===== config.mk =====
export PLATFORM = sky130hd
export DESIGN_NAME = vehicle_lamp_mode_controller_unit
export DESIGN_NICKNAME = d
export VERILOG_FILES = /design/src/rtl/vlmc_pkg.sv /design/src/rtl/vlmc_step.sv /design/src/rtl/vehicle_lamp_mode_controller_unit.sv
export SDC_FILE = /design/constraint.sdc
export NUM_CORES = 1
export LEC_CHECK = 0
export ABC_AREA = 1
export BUFFER_PORTS_ARGS = -buffer_cell sky130_fd_sc_hd__buf_2
export CAP_MARGIN = 30
export CORE_MARGIN = 4
export CORE_UTILIZATION = 45
export DETAILED_ROUTE_END_ITERATION = 7
export PLACE_DENSITY = 0.61
export SYNTH_ARGS = -nofsm -noshare
export SYNTH_HDL_FRONTEND = slang
export SYNTH_HIERARCHICAL = 1
export SYNTH_SLANG_ARGS = --single-unit

===== constraint.sdc =====
create_clock -name clk -period 9.25 [get_ports clk]
set_clock_uncertainty 0.2 [all_clocks]
set_input_delay 0.925 -clock clk [delete_from_list [all_inputs] [get_ports clk]]
set_output_delay 0.925 -clock clk [all_outputs]
set_load 0.005 [all_outputs]

===== src/rtl/vlmc_pkg.sv =====
// Shared types, codes and reset values for the vehicle lamp mode controller.
`default_nettype none

package vlmc_pkg;

  // Event kinds carried in the operation field
  typedef enum logic [1:0] {
    OP_SPEED = 2'd0,
    OP_EMERG = 2'd1,
    OP_BATT  = 2'd2,
    OP_TICK  = 2'd3
  } op_t;

  // Configuration register indexes
  typedef enum logic [1:0] {
    CFG_SPEED_THRESHOLD = 2'd0,
    CFG_SPEED_TIMEOUT   = 2'd1,
    CFG_STOP_TICKS      = 2'd2,
    CFG_FULL_VOLTAGE    = 2'd3
  } cfg_idx_t;

  // Direction of travel as last shown
  typedef enum logic [1:0] {
    DIR_STOP = 2'd0,
    DIR_FWD  = 2'd1,
    DIR_REV  = 2'd2
  } dir_t;

  // Mode codes on the result channel
  typedef enum logic [2:0] {
    MODE_FULL     = 3'd0,
    MODE_CHARGING = 3'd1,
    MODE_EMERG    = 3'd2,
    MODE_REVERSE  = 3'd3,
    MODE_FORWARD  = 3'd4,
    MODE_STOPPED  = 3'd5
  } mode_t;

  localparam logic [7:0] PAT_FULL     = 8'h11;
  localparam logic [7:0] PAT_CHARGING = 8'h33;
  localparam logic [7:0] PAT_EMERG    = 8'h66;
  localparam logic [7:0] PAT_REVERSE  = 8'h52;
  localparam logic [7:0] PAT_FORWARD  = 8'h25;
  localparam logic [7:0] PAT_STOPPED  = 8'h77;

  localparam logic [7:0] COUNT_MAX = 8'hFF;

  localparam logic [14:0] RST_SPEED_THRESHOLD = 15'd10;
  localparam logic [7:0]  RST_SPEED_TIMEOUT   = 8'd10;
  localparam logic [7:0]  RST_STOP_TICKS      = 8'd10;
  localparam logic [15:0] RST_FULL_VOLTAGE    = 16'd29500;

  // Flag vector layout: bit0 emergency clear, bit1 charging, bit2 full
  localparam logic [2:0] RST_PRIOR_FLAGS = 3'b001;

  typedef struct packed {
    logic [1:0]         operation;
    logic signed [15:0] speed_mm_s;
    logic               stop_input_a;
    logic               stop_input_b;
    logic               is_charging;
    logic [15:0]        voltage_mv;
  } in_item_t;

  typedef struct packed {
    logic [7:0] lamp_pattern;
    logic [2:0] mode_code;
  } out_item_t;

  typedef struct packed {
    logic [14:0] speed_threshold;
    logic [7:0]  speed_timeout_ticks;
    logic [7:0]  stop_ticks;
    logic [15:0] full_voltage_mv;
  } cfg_t;

  typedef struct packed {
    logic [15:0] held_speed;
    logic [7:0]  ticks_since_speed;
    dir_t        shown_direction;
    logic        emergency_clear;
    logic        charging_now;
    logic        full_now;
    logic [7:0]  stopped_count;
    logic        stop_shown;
    logic [2:0]  prior_flags;
  } state_t;

endpackage

`default_nettype wire


===== src/rtl/vlmc_step.sv =====
// Next-state and result logic for one event of the lamp mode controller.
`default_nettype none

module vlmc_step
  import vlmc_pkg::*;
(
  input  state_t    st,
  input  cfg_t      cfg,
  input  in_item_t  item,
  output state_t    st_nxt,
  output logic      emit,
  output out_item_t result
);

  logic               clr;
  logic               full;
  logic [7:0]         ticks;
  logic signed [16:0] sp;
  logic signed [16:0] thr;
  logic [15:0]        speed;
  dir_t               dir;
  logic [7:0]         cnt;
  logic               shown;
  logic [2:0]         flags;

  always_comb begin
    st_nxt = st;
    emit   = 1'b0;
    result = '{lamp_pattern: PAT_STOPPED, mode_code: MODE_STOPPED};
    clr    = item.stop_input_a & item.stop_input_b;
    full   = item.voltage_mv >= cfg.full_voltage_mv;
    ticks  = (st.ticks_since_speed == COUNT_MAX) ? COUNT_MAX
                                                 : st.ticks_since_speed + 8'd1;
    speed  = (ticks > cfg.speed_timeout_ticks) ? 16'd0 : st.held_speed;
    sp     = {speed[15], speed};
    thr    = {2'b00, cfg.speed_threshold};
    dir    = DIR_STOP;
    cnt    = st.stopped_count;
    shown  = st.stop_shown;
    flags  = {st.full_now, st.charging_now, st.emergency_clear};

    case (op_t'(item.operation))
      OP_SPEED: begin
        st_nxt.held_speed        = item.speed_mm_s;
        st_nxt.ticks_since_speed = 8'd0;
      end
      OP_EMERG: begin
        if (clr != st.emergency_clear) begin
          st_nxt.emergency_clear = clr;
          if (clr) begin
            st_nxt.stop_shown = 1'b0;
          end
        end
      end
      OP_BATT: begin
        if (item.is_charging != st.charging_now || full != st.full_now) begin
          st_nxt.charging_now = item.is_charging;
          st_nxt.full_now     = full & item.is_charging;
        end
      end
      OP_TICK: begin
        st_nxt.ticks_since_speed = ticks;
        st_nxt.held_speed        = speed;
        // classify motion against the dead band
        if (sp < -thr) begin
          dir   = DIR_REV;
          cnt   = 8'd0;
          shown = 1'b0;
        end else if (sp > thr) begin
          dir   = DIR_FWD;
          cnt   = 8'd0;
          shown = 1'b0;
        end else if (cnt != COUNT_MAX) begin
          cnt = cnt + 8'd1;
        end
        // charging has just ended: force stop mode
        if (!st.charging_now && !st.full_now && st.prior_flags[1]) begin
          dir   = DIR_STOP;
          cnt   = cfg.stop_ticks;
          shown = 1'b0;
        end
        if (!(dir == st.shown_direction && flags == st.prior_flags &&
              (shown || cnt < cfg.stop_ticks))) begin
          emit = 1'b1;
          if (st.full_now) begin
            result = '{lamp_pattern: PAT_FULL, mode_code: MODE_FULL};
          end else if (st.charging_now) begin
            result = '{lamp_pattern: PAT_CHARGING, mode_code: MODE_CHARGING};
          end else if (!st.emergency_clear) begin
            result = '{lamp_pattern: PAT_EMERG, mode_code: MODE_EMERG};
          end else if (dir == DIR_REV) begin
            result = '{lamp_pattern: PAT_REVERSE, mode_code: MODE_REVERSE};
          end else if (dir == DIR_FWD) begin
            result = '{lamp_pattern: PAT_FORWARD, mode_code: MODE_FORWARD};
          end else if (cnt >= cfg.stop_ticks && !shown) begin
            shown = 1'b1;
          end else begin
            emit = 1'b0;
          end
          st_nxt.shown_direction = dir;
          st_nxt.prior_flags     = flags;
        end
        st_nxt.stopped_count = cnt;
        st_nxt.stop_shown    = shown;
      end
      default: begin
        st_nxt = st;
      end
    endcase
  end

endmodule

`default_nettype wire


===== src/rtl/vehicle_lamp_mode_controller_unit.sv =====
// Top level of the vehicle lamp mode controller: registers, handshakes and result stage.
`default_nettype none

// The controller takes one event item per clock while in_ready is high: a
// speed sample, the two emergency line levels, a battery report or a 100 ms
// tick. Every item is absorbed in the cycle it is accepted; the whole state
// update and the lamp choice are one level of short logic between the state
// and result registers; while results drain the sustained rate is one item per cycle and
// a result appears on out_valid the cycle after the tick that caused it. Only ticks
// produce results, and only when the direction, the emergency/charging/full
// flags or the stop timer call for a new pattern. The result register acts
// as the stage between the two sides: in_ready stays high while it is empty
// or being drained, and drops only while a result waits with out_ready low.
// Configuration writes are taken at any time (cfg_ready is tied high) and
// should be made while the block is idle. There is no clearing pass after
// reset: the block is ready on the first cycle out of reset.
module vehicle_lamp_mode_controller_unit
  import vlmc_pkg::*;
(
  input  wire logic      clk,
  input  wire logic      rst_n,
  // event items
  input  wire logic      in_valid,
  output logic           in_ready,
  input  wire in_item_t  in_data,
  // lamp results
  output logic           out_valid,
  input  wire logic      out_ready,
  output out_item_t      out_data,
  // register writes
  input  wire logic      cfg_valid,
  output logic           cfg_ready,
  input  wire logic [1:0]  cfg_index,
  input  wire logic [15:0] cfg_data
);

  cfg_t      cfg_r;
  state_t    st_r;
  state_t    st_nxt;
  logic      emit;
  out_item_t result;
  logic      out_valid_r;
  out_item_t out_data_r;
  logic      in_acc;

  // Accept a new item whenever the result stage is free or draining
  assign in_ready  = !out_valid_r || out_ready;
  assign in_acc    = in_valid && in_ready;
  assign cfg_ready = 1'b1;
  assign out_valid = out_valid_r;
  assign out_data  = out_data_r;

  vlmc_step u_step (
    .st     (st_r),
    .cfg    (cfg_r),
    .item   (in_data),
    .st_nxt (st_nxt),
    .emit   (emit),
    .result (result)
  );

  // Configuration registers
  always_ff @(posedge clk) begin
    if (!rst_n) begin
      cfg_r.speed_threshold     <= RST_SPEED_THRESHOLD;
      cfg_r.speed_timeout_ticks <= RST_SPEED_TIMEOUT;
      cfg_r.stop_ticks          <= RST_STOP_TICKS;
      cfg_r.full_voltage_mv     <= RST_FULL_VOLTAGE;
    end else if (cfg_valid) begin
      case (cfg_idx_t'(cfg_index))
        CFG_SPEED_THRESHOLD: cfg_r.speed_threshold     <= cfg_data[14:0];
        CFG_SPEED_TIMEOUT:   cfg_r.speed_timeout_ticks <= cfg_data[7:0];
        CFG_STOP_TICKS:      cfg_r.stop_ticks          <= cfg_data[7:0];
        CFG_FULL_VOLTAGE:    cfg_r.full_voltage_mv     <= cfg_data;
        default: begin
          cfg_r <= cfg_r;
        end
      endcase
    end
  end

  // Controller state: advance on every accepted item
  always_ff @(posedge clk) begin
    if (!rst_n) begin
      st_r.held_speed        <= 16'd0;
      st_r.ticks_since_speed <= 8'd0;
      st_r.shown_direction   <= DIR_STOP;
      st_r.emergency_clear   <= 1'b1;
      st_r.charging_now      <= 1'b0;
      st_r.full_now          <= 1'b0;
      st_r.stopped_count     <= 8'd0;
      st_r.stop_shown        <= 1'b0;
      st_r.prior_flags       <= RST_PRIOR_FLAGS;
    end else if (in_acc) begin
      st_r <= st_nxt;
    end
  end

  // Result stage: load on an emitting item, drop once taken
  always_ff @(posedge clk) begin
    if (!rst_n) begin
      out_valid_r <= 1'b0;
    end else if (in_acc && emit) begin
      out_valid_r <= 1'b1;
    end else if (out_ready) begin
      out_valid_r <= 1'b0;
    end
  end

  always_ff @(posedge clk) begin
    if (in_acc && emit) begin
      out_data_r <= result;
    end
  end

endmodule

`default_nettype wire


**After elaboration in Yosys (flattened, before gate mapping)**

Cells that the tools add are included.

- Muxes and demuxes: 41
- Magnitude comparators: 6
- Reductions and logical operators: 32
- Eq/ne operators: 17
- $add $sub $neg: 3
- Bitwise gates (word level): 5

Operator list:

| kind | number |
|---|---|
| $mux W10 | 5 |
| $mux W8 | 6 |
| $pmux W24 S2 | 1 |
| $mux W1 | 24 |
| $lt A16 B17 Y1 | 1 |
| $neg A15 Y17 | 1 |
| $add A8 B1 Y8 const B | 2 |
| $ge A16 B16 Y1 | 1 |
| $gt A16 B16 Y1 | 1 |
| $mux W16 | 1 |
| $reduce_and A2 Y1 | 6 |
| $eq A2 B2 Y1 const B | 5 |
| $reduce_and A3 Y1 | 3 |
| $eq A8 B8 Y1 const B | 1 |
| $ge A8 B8 Y1 | 1 |
| $gt A8 B8 Y1 | 1 |
| $lt A8 B8 Y1 | 1 |
| $ne A8 B8 Y1 const B | 1 |
| $logic_and A1 B1 Y1 | 7 |
| $eq A2 B1 Y1 const B | 3 |
| $mux W2 | 3 |
| $reduce_bool A2 Y1 | 3 |
| $reduce_or A6 Y1 | 1 |
| $logic_not A1 Y1 | 4 |
| other kinds (12) | 21 |

- Word-level logic and storage cells: 123
- Register bits: 100
- Output and inout bits: 14

**Longest topological paths before layout**

Gate-level depths: netlist of the first run.

- Word-level depth: 21
- Depth in mapped cells: 51
- Depth with buffers taken out: 50

**By module**

The synthesis of the first run kept the hierarchy.

Modules (own cells, without submodules):

| module | area each (sq um) | cells an instance | instances | seq. area each (sq um) |
|---|---|---|---|---|
| vehicle_lamp_mode_controller_unit | 4106.4 | 566 | 1 | 2112.0 |
| vlmc_step | 3331.9 | 584 | 1 | 0.0 |

**Worst setup path after synthesis of the first run**

OpenSTA, ideal clock, no wires.

- Kind: register to register
- From: register st_r[19] (netlist name)
- To: register out_data_r (netlist bit out_data[0]) (enable)
- Arrival time: 5.246 ns
- Path slack: 3.426 ns
- Stages on the path, launching flop included: 41
- Period minus slack after synthesis: 5.824 ns
- Path buffers: 1
- Data required time: 8.672 ns
- Cell sequence: dfxtp_1 -> inv_1 -> nor3_1 -> inv_1 -> nor3_1 -> nand3_1 -> o21ai_0 -> inv_1 -> ha_1 -> a21oi_1 -> o21a_1 -> nand2_1 -> nand2_1 -> clkbuf_1 -> inv_1 -> nor2_1 -> ha_1 -> nand2_1 -> [... 5 more ...] -> nand2_2 -> nand2_4 -> nor2_8 -> nand2_1 -> o22ai_1 -> inv_1 -> ha_1 -> inv_1 -> a21oi_1 -> o21ai_0 -> nand2_1 -> o211ai_1 -> nand2_2 -> nand3_4 -> nand2_4 -> a41oi_1 -> inv_1 -> nor2_1

- Longest elaborated chain between the ends: 20
- Elaborated cells on any way between the ends: 38
- Those cells by class: 1 x add/sub; 5 x order compare; 4 x eq/ne; 22 x mux; 6 x reduce/logical

Ends and longest elaborated chain:

| what | line | source |
|---|---|---|
| start, declared | vehicle_lamp_mode_controller_unit.sv:38 | `state_t st_r;` |
| start signal, assigned | vehicle_lamp_mode_controller_unit.sv:95 | `st_r <= st_nxt;` |
| $add A8 B1 Y8 / $eq A8 B8 Y1 (equally long branches) | vlmc_step.sv:33, vlmc_step.sv:32 |  |
| $mux W8 * | vlmc_step.sv:32 | `ticks = (st.ticks_since_speed == COUNT_MAX) ? COUNT_MAX` |
| $gt A8 B8 Y1 * | vlmc_step.sv:34 | `speed = (ticks > cfg.speed_timeout_ticks) ? 16'd0 : st.held_speed;` |
| $mux W16 * | vlmc_step.sv:34 |  |
| $gt A16 B16 Y1 | vlmc_step.sv:69 | `end else if (sp > thr) begin` |
| $mux W8 / $mux W1 (equally long branches) | vlmc_step.sv:69 |  |
| $mux W8 / $mux W1 (equally long branches) | vlmc_step.sv:65 | `if (sp < -thr) begin` |
| $mux W8 / $mux W1 (equally long branches) | vlmc_step.sv:77 | `if (!st.charging_now && !st.full_now && st.prior_flags[1]) begin` |
| [... 5 more ...] | - |  |
| $mux W1 | vlmc_step.sv:91 | `end else if (dir == DIR_REV) begin` |
| $mux W1 | vlmc_step.sv:89 | `end else if (!st.emergency_clear) begin` |
| $mux W1 | vlmc_step.sv:87 | `end else if (st.charging_now) begin` |
| $mux W1 | vlmc_step.sv:85 | `if (st.full_now) begin` |
| $mux W1 * | vlmc_step.sv:82 | `if (!(dir == st.shown_direction && flags == st.prior_flags &&` |
| $mux W1 * | vlmc_step.sv:42 | `case (op_t'(item.operation))` |
| named net emit | vehicle_lamp_mode_controller_unit.sv:40 | `logic emit;` |
| $logic_and A1 B1 Y1 * | vehicle_lamp_mode_controller_unit.sv:111 | `if (in_acc && emit) begin` |
| end signal, assigned | vehicle_lamp_mode_controller_unit.sv:112 | `out_data_r <= result;` |
| end, declared | vehicle_lamp_mode_controller_unit.sv:43 | `out_item_t out_data_r;` |

Mark *: on every way through the listed nets, which the timed path passes. The rest lies on a longest branch. The select of a mux whose other input is x is not followed.
A chain may end at the register's enable or synchronous reset.

**Worst setup path after layout of the first run**

- From: register st_r[19] (netlist name)
- To: register out_data_r (netlist bit out_data[4]) (enable)

The elaborated chain is that of the path after synthesis.

==> results of run 1 <==
## how the worst min path moves through the flow
stage	from	endpoint	slack [ns]	cells after the start
floorplan	cfg_r[17]$_SDFFE_PN1P_	cfg_r[17]$_SDFFE_PN1P_	0.23	2
global placement	cfg_r[17]$_SDFFE_PN1P_	cfg_r[17]$_SDFFE_PN1P_	0.24	2
detailed placement	cfg_r[17]$_SDFFE_PN1P_	cfg_r[17]$_SDFFE_PN1P_	0.25	2
CTS	cfg_r[17]$_SDFFE_PN1P_	cfg_r[17]$_SDFFE_PN1P_	0.27	2
global route	cfg_r[13]$_SDFFE_PN1P_	cfg_r[13]$_SDFFE_PN1P_	0.30	2
finish	cfg_r[17]$_SDFFE_PN1P_	cfg_r[17]$_SDFFE_PN1P_	0.26	2
## registers in the layout (all words and copies together), names as in the netlist
name       flops
out_data      11
cfg_r         47
out_valid      1
st_r          41
## per-layer routing
layer | GRT usage | up-vias | routed length (um)
li1 | - | 3722 | -
met5 | 0 | - | 0
met1 | 0.2817 | 3019 | 9011
met3 | 0.03934 | 21 | 880
met2 | 0.2892 | 162 | 7067
met4 | 0.05431 | 0 | 302
## layout make-up
class / count / area share
clock buffers: 9 / 0.02763
flip-flops and latches: 100 / 0.2591
well taps: 216 / 0.03315
clock inverters: 7 / 0.009977
inverters: 208 / 0.09578
repair buffers: 76 / 0.04881
multi-input cells: 791 / 0.5256
## worst max-delay path, delay by kind of cell, from the launching register on
| kind | cells | cell delay (ns) |
|---|---|---|
| simple gates | 20 | 3.00 |
| compound gates | 9 | 1.33 |
| fa+ha+maj | 3 | 0.75 |
| buf+inv | 7 | 0.71 |
| flops | 1 | 0.40 |
## Yosys cell counts
library cell	instances
buf_1	5
a21o_1	1
conb_1	2
nand3_2	4
dfxtp_1	89
clkinv_1	2
nor2_4	2
buf_2	22
o32ai_1	1
and2_1	1
a21oi_2	1
o221ai_1	1
xnor2_1	1
clkbuf_1	16
o211ai_1	10
a41oi_1	1
o21ai_0	40
a21boi_0	1
nand3b_1	2
nor3_1	9
o22ai_1	13
o21a_1	2
buf_6	3
a211oi_1	1
a21oi_1	89
nand2_2	6
nand4_1	11
nor2_1	129
o21bai_1	3
xor2_1	15
nand3_4	2
edfxtp_1	11
nor2_2	1
nand2_1	252
nand2_4	4
inv_1	204
nor2_8	2
nand3_1	113
buf_4	6
inv_2	2
ha_1	70
## where the power goes
group / leakage, nW / internal [mW] / switching [mW]
combinational: 3.25 / 0.114 / 0.196
sequential: 0.834 / 0.467 / 0.0210
clock: 0.153 / 0.215 / 0.182
## cells by family (layout without fill, tap and decap cells)
| kind of cell | after synthesis | count (layout) | share of synthesized area |
|---|---|---|---|
| xor gates and xnor gates | 16 | 16 | 0.01884 |
| adders and majority gates | 70 | 70 | 0.1177 |
| AOI/OAI and AO/OA | 164 | 164 | 0.1206 |
| other | 2 | 3 | 0.001010 |
| and+or+nand+nor | 538 | 538 | 0.3169 |
| DFF | 100 | 100 | 0.2839 |
| buffers and inverters | 260 | 300 | 0.1410 |
## metrics by stage
stage	instance area, um2	hold slack [ns]
finish	8152	0.2640
global route	8152	0.3004
floorplan	7442	0.2289
detailed placement	7845	0.2479
CTS	8152	0.2661
global placement	7830	0.2420
==> metrics.csv, run 1 <==
stage,metric,value,unit
outcome,status,"finished, final reports clean",
sta,period_share,0.7295,
worst_setup_path,r2r-start,st_r[19]$_SDFFE_PN0P_,
floorplanning,core-area,16060,um2
sta,relSlewSlack,0.3584,
worst_setup_path,r2r-end,out_data[4]$_DFFE_PP_,
floorplanning,chipHeight,136.6,um
worst_setup_path,critical_path.slowest_cell,nor2_1,
logic_synthesis,ys_seq_area_frac,0.2839,
worst_setup_path,cpMostUsedCell,nand2_1,
clocking,clk_path_buf_depth,2,
logic_synthesis,synth_cell_types,41,
worst_setup_path,max_stage_delay,0.65,ns
worst_setup_path,crit_required,9.03,ns
cells_and_area,seq_area,2112,um2
clocking,clk_transition_reported_paths,0.07,ns
global_routing,grt_pass1_wl,29730,um
placed_design,placedCellCount,1391,
run,drv_cap,0,
placed_design,place_ws,2.519,ns
logic_synthesis,yosysTopAreaCell,dfxtp_1,
cells_and_area,drive_gt1_frac,0.09824,
global_routing,track_usage,0.1934,
global_routing,antenna_found_initial,0,
cells_and_area,n_antenna_cell,0,
clocking,clockRootBuffer,clkbuf_16,
clocking,post_cts_buffers,0,
logic_synthesis,yosys_warnings,6,
cells_and_area,area_growth,9.588,%
routing,first_iter_violations,437,
global_routing,grt_start_max_net_pins,90,
floorplanning,die_area,18650,um2
routing,post_drt_via_cell_ratio,4.921,
sta,setup_tns,0,ns
sta,grt_setup_unrepaired,no,
cells_and_area,fillers,1662,
sta,slew_viol_final,0,
sta,worst_slack,2.502,ns
worst_setup_path,r2r_slack,2.50,ns
cells_and_area,final_nets,1316,
placed_design,place.gp.congestion,0.8500,
floorplanning,pin_count,74,
pwr,peakVddDrop,0.09221,mV
routing,drc,0,
worst_setup_path,cp-end-kind,flip-flop,
logic_synthesis,synth_top_area_frac,0.2395,
routing,routedWlPerCell,12.27,um
cells_and_area,final_common_cell,nand2_1,
placed_design,dp_hpwl,12760,um
clocking,cts_resized,0,
routing,wl,17260,um
logic_synthesis,syn_inst,1150,
worst_setup_path,crit_end,out_data[4]$_DFFE_PP_,
logic_synthesis,synth_area_leaders,"dfxtp_1, nand2_1, ha_1",
logic_synthesis,netlist_area,7438,um2
logic_synthesis,ys_ff_latch,100,
pwr,power,1.195,mW
sta,setup-violations-final,0,
pwr,power_leakage,4.239,nW
cells_and_area,multi_input_area,4284,um2
global_routing,grt_pass1_vias,6329,
worst_setup_path,crit_arrival,6.52,ns
cells_and_area,final_util,0.5076,
worst_setup_path,worstRegToRegCells,39,
cells_and_area,stdcell_count,1407,
min_path,hold_class,flip-flop to flip-flop,
global_routing,gr-total-overflow,0,
pwr,powerDensity,146.6,nW/um2
clocking,cts_made_buffers,9,
sta,hold_viol,0,
worst_setup_path,critical_path.startpoint_type,flip-flop,
sta,period_needed,6.748,ns
sta,clock.fmax,148.2,MHz
routing,drt-pass1-iter-count,5,
clocking,clkLatencyLatePin,0.35,ns
routing,num_vias,6924,
worst_setup_path,worst-setup-path-type,flip-flop to flip-flop,
floorplanning,fp.dieW,136.6,um
cells_and_area,layout_common_cells,"nand2_1, inv_1, nor2_1",
sta,tightest_slew,0.9625,ns
logic_synthesis,avgSynthCellArea,6.468,um2
floorplanning,initial_core_util,0.4632,
clocking,holdBufCountCts,0,
worst_setup_path,crit_fanout,11,
clocking,htreeDepth,3,
clocking,cts_tree,yes,
routing,ant_nets,0,
clocking,cts.sinks,100,
floorplanning,rows,46,
placed_design,io_buffers,72,
worst_setup_path,startpoint,st_r[19]$_SDFFE_PN0P_,
Power figures use the tool's default switching activity.
==> inputs of run 2 (changes only) <==
--- a/config.mk
+++ b/config.mk
@@ -11,7 +11,7 @@
 export CORE_MARGIN = 4
 export CORE_UTILIZATION = 45
 export DETAILED_ROUTE_END_ITERATION = 7
-export PLACE_DENSITY = 0.61
+export PLACE_DENSITY = 0.64
 export SYNTH_ARGS = -nofsm -noshare
 export SYNTH_HDL_FRONTEND = slang
 export SYNTH_HIERARCHICAL = 1
==> constraint.sdc (replaced) <==
create_clock -name clk -period 5.6 [get_ports clk]
set_clock_uncertainty 0.2 [all_clocks]
set_input_delay 0.56 -clock clk [delete_from_list [all_inputs] [get_ports clk]]
set_output_delay 0.56 -clock clk [all_outputs]
set_load 0.005 [all_outputs]
==> metrics.csv, run 2 (synthesis results as in run 1) <==
stage,metric,value,unit,change
pwr,powerDensity,237.2,nW/um2,+62%
routing,drc,0,,unchanged
worst_setup_path,worst-setup-path-type,flip-flop to flip-flop,,
pwr,combinationalPowerShare,0.335,,+0.076
worst_setup_path,critical_path.slowest_cell,dfxtp_2,,
sta,period_share,0.9916,,+0.2622
floorplanning,die_area,18650,um2,unchanged
cells_and_area,final_common_cell,nand2_1,,
routing,drt-pass1-iter-count,5,,unchanged
global_routing,grt_pass1_vias,6366,,+0.58%
clocking,cts_made_buffers,9,,unchanged
routing,routedWlPerCell,12.98,um,+5.8%
global_routing,grt-busiest-layer,met2,,
clocking,htreeDepth,3,,unchanged
floorplanning,fp.dieW,136.6,um,unchanged
floorplanning,pin_count,74,,unchanged
global_routing,grt_pass1_wl,30300,um,+1.9%
run,drv_cap,0,,unchanged
worst_setup_path,cp-end-kind,flip-flop,,
sta,period_needed,5.553,ns,-1.194 ns
min_path,worstHoldStart,cfg_data[12],,
clocking,cts_tree,yes,,
sta,slew_viol_final,0,,unchanged
clocking,clk_path_buf_depth,2,,unchanged
worst_setup_path,crit_arrival,5.43,ns,-1.09 ns
worst_setup_path,max_stage_delay,0.34,ns,-0.31 ns
clocking,clk_transition_reported_paths,0.07,ns,about the same
floorplanning,rows,46,,unchanged
cells_and_area,drive_gt1_frac,0.2342,,+0.1360
sta,setup_tns,0,ns,unchanged
placed_design,dp_hpwl,13020,um,+2.0%
pwr,p_sw_frac,0.3442,,+0.01039
sta,tightest_slew,1.012,ns,+0.05000 ns
floorplanning,core-area,16060,um2,unchanged
clocking,holdBufCountCts,0,,unchanged
floorplanning,chipHeight,136.6,um,unchanged
cells_and_area,final_nets,1376,,+4.6%
pwr,clkPwrFrac,0.298,,-0.034
min_path,hold_class,primary input to flip-flop,,
sta,hold_viol,0,,unchanged
routing,wl,19040,um,+10%
worst_setup_path,startpoint,st_r[21]$_SDFFE_PN0P_,,
pwr,peakVddDrop,0.1501,mV,+63%
clocking,clkLatencyLatePin,0.35,ns,about the same
worst_setup_path,cp_top_family,simple AND/OR/NAND/NOR gates,,
pwr,p_switching,0.7585,mW,+90%
clocking,cts.sinks,100,,unchanged
worst_setup_path,crit_required,5.48,ns,-3.55 ns
cells_and_area,largest-register,cfg_r,,
worst_setup_path,crit_fanout,8,,-3
sta,grt_setup_unrepaired,yes,,
global_routing,grt_start_max_net_pins,90,,unchanged
outcome,status,"finished, final reports clean",,
cells_and_area,largest_reg_flops,47,,unchanged
worst_setup_path,cpMostUsedCell,nand2_2,,
global_routing,met1_usage,0.2871,,+0.005342
sta,setup-violations-final,0,,unchanged
pwr,p_seq_frac,0.367,,-0.042
global_routing,antenna_found_initial,0,,unchanged
placed_design,io_buffers,72,,unchanged
sta,whs,0.2258,ns,-0.03820 ns
pwr,p_int,1.445,mW,+82%
cells_and_area,final_util,0.5785,,+0.07083
global_routing,met3_usage,0.03529,,-0.004044
global_routing,gr-total-overflow,0,,unchanged
floorplanning,initial_core_util,0.4632,,unchanged
worst_setup_path,r2r-start,st_r[21]$_SDFFE_PN0P_,,
sta,clock.fmax,180.1,MHz,+22%
global_routing,grtUsageMet2,0.3067,,+0.01752
cells_and_area,layout_common_cells,"nand2_1, inv_1, nor2_1",,
routing,ant_nets,0,,unchanged
placed_design,place.gp.congestion,0.8765,,+3.1%
routing,first_iter_violations,583,,+33%
cells_and_area,area_growth,24.88,%,
worst_setup_path,critical_path.startpoint_type,flip-flop,,
routing,num_vias,7248,,+4.7%
pwr,power_leakage,4.643,nW,+9.5%
clocking,clockRootBuffer,clkbuf_16,,
global_routing,track_usage,0.1989,,+0.005501
sta,relSlewSlack,0.3243,,-0.03406
worst_setup_path,path_buf_inv,10,,+3
cells_and_area,n_antenna_cell,0,,unchanged
routing,post_drt_via_cell_ratio,4.941,,+0.40%
## run 2: cell types whose count changed in the layout (fill, tap and decap cells not counted), moves of 8 or more
cell     change
buf_4       +53
nand2_1     -32
nand2_2     +23
nor2_1      -18
inv_1       -17
ha_1        -16
ha_4        +15
inv_2       +14
nor2_2      +10
nand2_4      +8
nor2_4       +8
## run 2: power by group through the flow
stage | registers, mW | logic [mW] | clock network (mW)
5_1_grt | 0.815 | 0.828 | 0.698
3_5_place_dp | 0.821 | 0.586 | 0
3_3_place_gp | 0.820 | 0.580 | 0
2_1_floorplan | 0.814 | 0.397 | 0
6_report | 0.808 | 0.739 | 0.656
4_1_cts | 0.805 | 0.601 | 0.675
## run 2: path summary, 6_finish.rpt
check	to	slack [ns]	cells past startpoint
worst max-delay path	out_data[5]$_DFFE_PP_	0.05	41
worst min-delay path	cfg_r[12]$_SDFFE_PN1P_	0.23	3
worst max register to register	out_data[5]$_DFFE_PP_	0.05	41
worst min register to register	cfg_r[19]$_SDFFE_PN1P_	0.27	2
## run 2: through the flow
step / setup WS, ns / power, mW / cells / cell area [um2]
3_5_place_dp: -0.2894 / 1.407 / 1439 / 8230
4_1_cts: 0.01351 / 2.081 / 1455 / 8576
5_1_grt: -0.2810 / 2.341 / 1467 / 9289
3_3_place_gp: -0.1408 / 1.400 / 1439 / 8230
6_report: 0.04688 / 2.203 / 1467 / 9289
2_1_floorplan: 0.07262 / 1.211 / 1151 / 7450
## run 2: final cells by class
type	instances	area, um2
Multi-Input combinational cell	791	4900
Timing Repair Buffer	136	902.1
Clock buffer	9	225.2
Inverter	208	788.3
Clock inverter	7	82.58
Sequential cell	100	2121
Fill cell	1525	6769
Tap cell	216	270.3
## run 2: worst register-to-register path: cells and delay by family (launching register included)
family | cells | cell delay [ns]
buffers and inverters | 10 | 0.95
adder cells (fa/ha/maj) | 3 | 0.71
AND/OR/NAND/NOR | 21 | 2.13
flip-flops | 1 | 0.34
AO/OA/AOI/OAI | 7 | 0.93
## run 2: what timing repair did
| action | in CTS | in global routing |
|---|---|---|
| buffers inserted | 0 | 11 |
| endpoints found under the hold margin | 0 | 0 |
| setup endpoints to repair | 20 | 23 |
| pin swaps | 1 | 60 |
| gates cloned | 0 | 1 |
| gates resized for setup | 9 | 146 |
## run 2: layer usage
| metal | wire, um | vias to the layer above |
|---|---|---|
| li1 | - | 3828 |
| met1 | 9462 | 3237 |
| met2 | 8456 | 164 |
| met3 | 901 | 19 |
| met4 | 220 | 0 |
| met5 | 0 | - |
==> inputs of run 3 (changes only) <==
--- a/config.mk
+++ b/config.mk
@@ -5,7 +5,6 @@
 export SDC_FILE = /design/constraint.sdc
 export NUM_CORES = 1
 export LEC_CHECK = 0
-export ABC_AREA = 1
 export BUFFER_PORTS_ARGS = -buffer_cell sky130_fd_sc_hd__buf_2
 export CAP_MARGIN = 30
 export CORE_MARGIN = 4
==> metrics.csv, run 3 <==
stage,metric,value,unit,change
floorplanning,chipHeight,131.2,um,-3.9%
clocking,cts_made_buffers,9,,unchanged
outcome,status,"finished, violations left",,
floorplanning,fp.dieW,131.2,um,-3.9%
sta,clock.fmax,166.6,MHz,-7.5%
cells_and_area,final_util,0.5979,,+0.01943
logic_synthesis,synth_area_leaders,"dfxtp_1, ha_1, nand2_1",,
clocking,clkLatencyLatePin,0.36,ns,about the same
cells_and_area,layout_common_cells,"nand2_1, dfxtp_1, buf_4",,
sta,setup-violations-final,25,,+25
cells_and_area,n_antenna_cell,0,,unchanged
cells_and_area,fillers,1293,,-15%
global_routing,grt_start_max_net_pins,74,,-18%
global_routing,antenna_found_initial,0,,unchanged
global_routing,track_usage,0.2008,,+0.001910
worst_setup_path,crit_arrival,5.88,ns,+0.45 ns
worst_setup_path,crit_fanout,11,,+3
clocking,cts_tree,yes,,
logic_synthesis,synth_cell_types,67,,+63%
sta,hold_viol,0,,unchanged
floorplanning,rows,44,,-4.3%
routing,first_iter_violations,277,,-52%
placed_design,place_area,7959,um2,-3.3%
cells_and_area,final_common_cell,nand2_1,,
clocking,htreeDepth,3,,unchanged
worst_setup_path,critical_path.startpoint_type,flip-flop,,
worst_setup_path,crit_required,5.48,ns,about the same
cells_and_area,largest-register,cfg_r,,
sta,slew_viol_final,0,,unchanged
logic_synthesis,synth.most_common_cell,nand2_1,,
clocking,cts.sinks,100,,unchanged
clocking,clk_transition_reported_paths,0.07,ns,about the same
logic_synthesis,ys_ff_latch,100,,unchanged
worst_setup_path,cp-end-kind,flip-flop,,
worst_setup_path,worst-setup-path-type,flip-flop to flip-flop,,
floorplanning,core-area,14700,um2,-8.5%
sta,setup_tns,-8.015,ns,-8.015 ns
global_routing,gr-total-overflow,0,,unchanged
outcome,violations,setup timing,,
logic_synthesis,syn_inst,807,,-30%
pwr,peakVddDrop,0.1758,mV,+17%
logic_synthesis,synth_ff_type,dfxtp_1,,
cells_and_area,design_area,8788,um2,-5.4%
cells_and_area,largest_reg_flops,47,,unchanged
logic_synthesis,yosys_warnings,6,,unchanged
routing,post_drt_via_cell_ratio,5.475,,+11%
logic_synthesis,ys_seq_area_frac,0.3092,,+0.02522
sta,period_needed,6.001,ns,+0.4483 ns
routing,drt-pass1-iter-count,5,,unchanged
logic_synthesis,synth_top_area_frac,0.2608,,+0.02128
logic_synthesis,avgSynthCellArea,8.465,um2,+31%
clocking,clk_path_buf_depth,2,,unchanged
logic_synthesis,netlist_area,6832,um2,-8.2%
clocking,clockRootBuffer,clkbuf_16,,
routing,ant_nets,0,,unchanged
logic_synthesis,yosysTopAreaCell,dfxtp_1,,
floorplanning,initial_core_util,0.4648,,+0.001537
sta,tightest_slew,0.7568,ns,-0.2557 ns
pwr,power_leakage,4.027,nW,-13%
placed_design,place.gp.congestion,0.9332,,+6.5%
sta,period_share,1.072,,+0.08005
logic_synthesis,postSynth.asyncResetShare,0,,unchanged
worst_setup_path,max_stage_delay,0.54,ns,+0.20 ns
sta,whs,0.2248,ns,-0.001055 ns
min_path,hold_class,primary input to flip-flop,,
clocking,holdBufCountCts,0,,unchanged
global_routing,grt_pass1_wl,28910,um,-4.6%
cells_and_area,stdcell_count,1123,,-23%
routing,wl,17860,um,-6.2%
floorplanning,die_area,17220,um2,-7.7%
logic_synthesis,ys_top_cells_by_count,"nand2_1, dfxtp_1, ha_1",,
global_routing,grt_pass1_vias,5890,,-7.5%
cells_and_area,final_nets,1064,,-23%
worst_setup_path,critical_path.slowest_cell,or4_4,,
routing,routedWlPerCell,15.91,um,+23%
pwr,powerDensity,198.3,nW/um2,-16%
sta,relSlewSlack,0.4941,,+0.1698
logic_synthesis,synth-edff-count,11,,unchanged
placed_design,dp_hpwl,12950,um,-0.54%
placed_design,io_buffers,72,,unchanged
sta,worst_slack,-0.4014,ns,-0.4483 ns
cells_and_area,drive_gt1_frac,0.3301,,+0.09593
run,drv_cap,0,,unchanged
sta,grt_setup_unrepaired,yes,,
floorplanning,pin_count,74,,unchanged
routing,drc,0,,unchanged
cells_and_area,area_growth,28.64,%,
routing,num_vias,6148,,-15%
placed_design,placedCellCount,1083,,-25%
-- run 3: cell types whose count changed after synthesis, sizes merged, moves of 8 or more --
cell	delta
and2	+17
mux2	+10
xnor2	+11
a22o	+25
nand2	-112
a21oi	-74
o21ai	+13
nor2	-119
a21o	+8
inv	-151
nand3	-57
buf	-14
mux2i	+48
-- run 3: worst paths after layout --
path              slack, ns             startpoint  depth (start not counted)                     end
setup reg to reg      -0.40  st_r[18]$_SDFFE_PN0P_                         33   out_data[4]$_DFFE_PP_
hold reg to reg        0.25  cfg_r[1]$_SDFFE_PN0P_                          2   cfg_r[1]$_SDFFE_PN0P_
hold / removal         0.22           cfg_data[15]                          3  cfg_r[15]$_SDFFE_PN0P_
setup / recovery      -0.40  st_r[18]$_SDFFE_PN0P_                         33   out_data[4]$_DFFE_PP_
-- run 3: what timing repair did --
action / 4_1_cts / 5_1_grt
pin swaps: 8 / 3
cloned: 1 / 0
buffers inserted: 20 / 3
setup endpoints to repair: 25 / 25
gates resized for setup: 36 / 34
-- run 3: kinds of logic (layout without fill, tap and decap cells) --
kind of cell    after synthesis  after routing  share of synthesized area
buf+inv                      98            228                    0.06630
flops                       100            100                     0.3092
compound gates              150            150                     0.1557
other cells                   2              3                   0.001099
mux                          58             58                    0.08681
fa+ha+maj                    70             70                     0.1282
simple gates                308            309                     0.2258
xor+xnor                     21             21                    0.02692
-- run 3: layer usage --
metal / wire [um] / global-route usage
met1: 8650 / 0.2756
met2: 8052 / 0.3211
met3: 862 / 0.04549
met4: 297 / 0.05251
met5: 0 / 0
-- run 3: area by class of cell --
cell class,count,area (um2),area share
clock buffer,11,242.7,0.02762
clock inverter,5,58.81,0.006691
inverter,55,206.4,0.02349
multi-input combinational,611,4863,0.5534
sequential,100,2127,0.2420
tap,184,230.2,0.02620
timing repair buffer,157,1060,0.1206
-- run 3: where the power goes --
group	switching (mW)	internal, mW
clock	0.286	0.361
combinational	0.177	0.155
sequential	0.0198	0.744
-- run 3: per-stage QoR --
stage,total power [mW],setup WS [ns]
finish,1.743,-0.4014
global placement,1.043,-0.2097
CTS,1.732,-0.2710
floorplan,0.9625,-0.04433
detailed placement,1.052,-0.3606
global route,1.820,-0.6400
-- run 3: worst max-delay path: cells and delay by family, from the launching register on --
kind	cells	cell delay, ns
AO/OA/AOI/OAI	12	1.72
AND/OR/NAND/NOR	13	2.02
multiplexers	1	0.20
adder cells (fa/ha/maj)	4	0.76
buffers and inverters	3	0.40
flip-flops	1	0.39
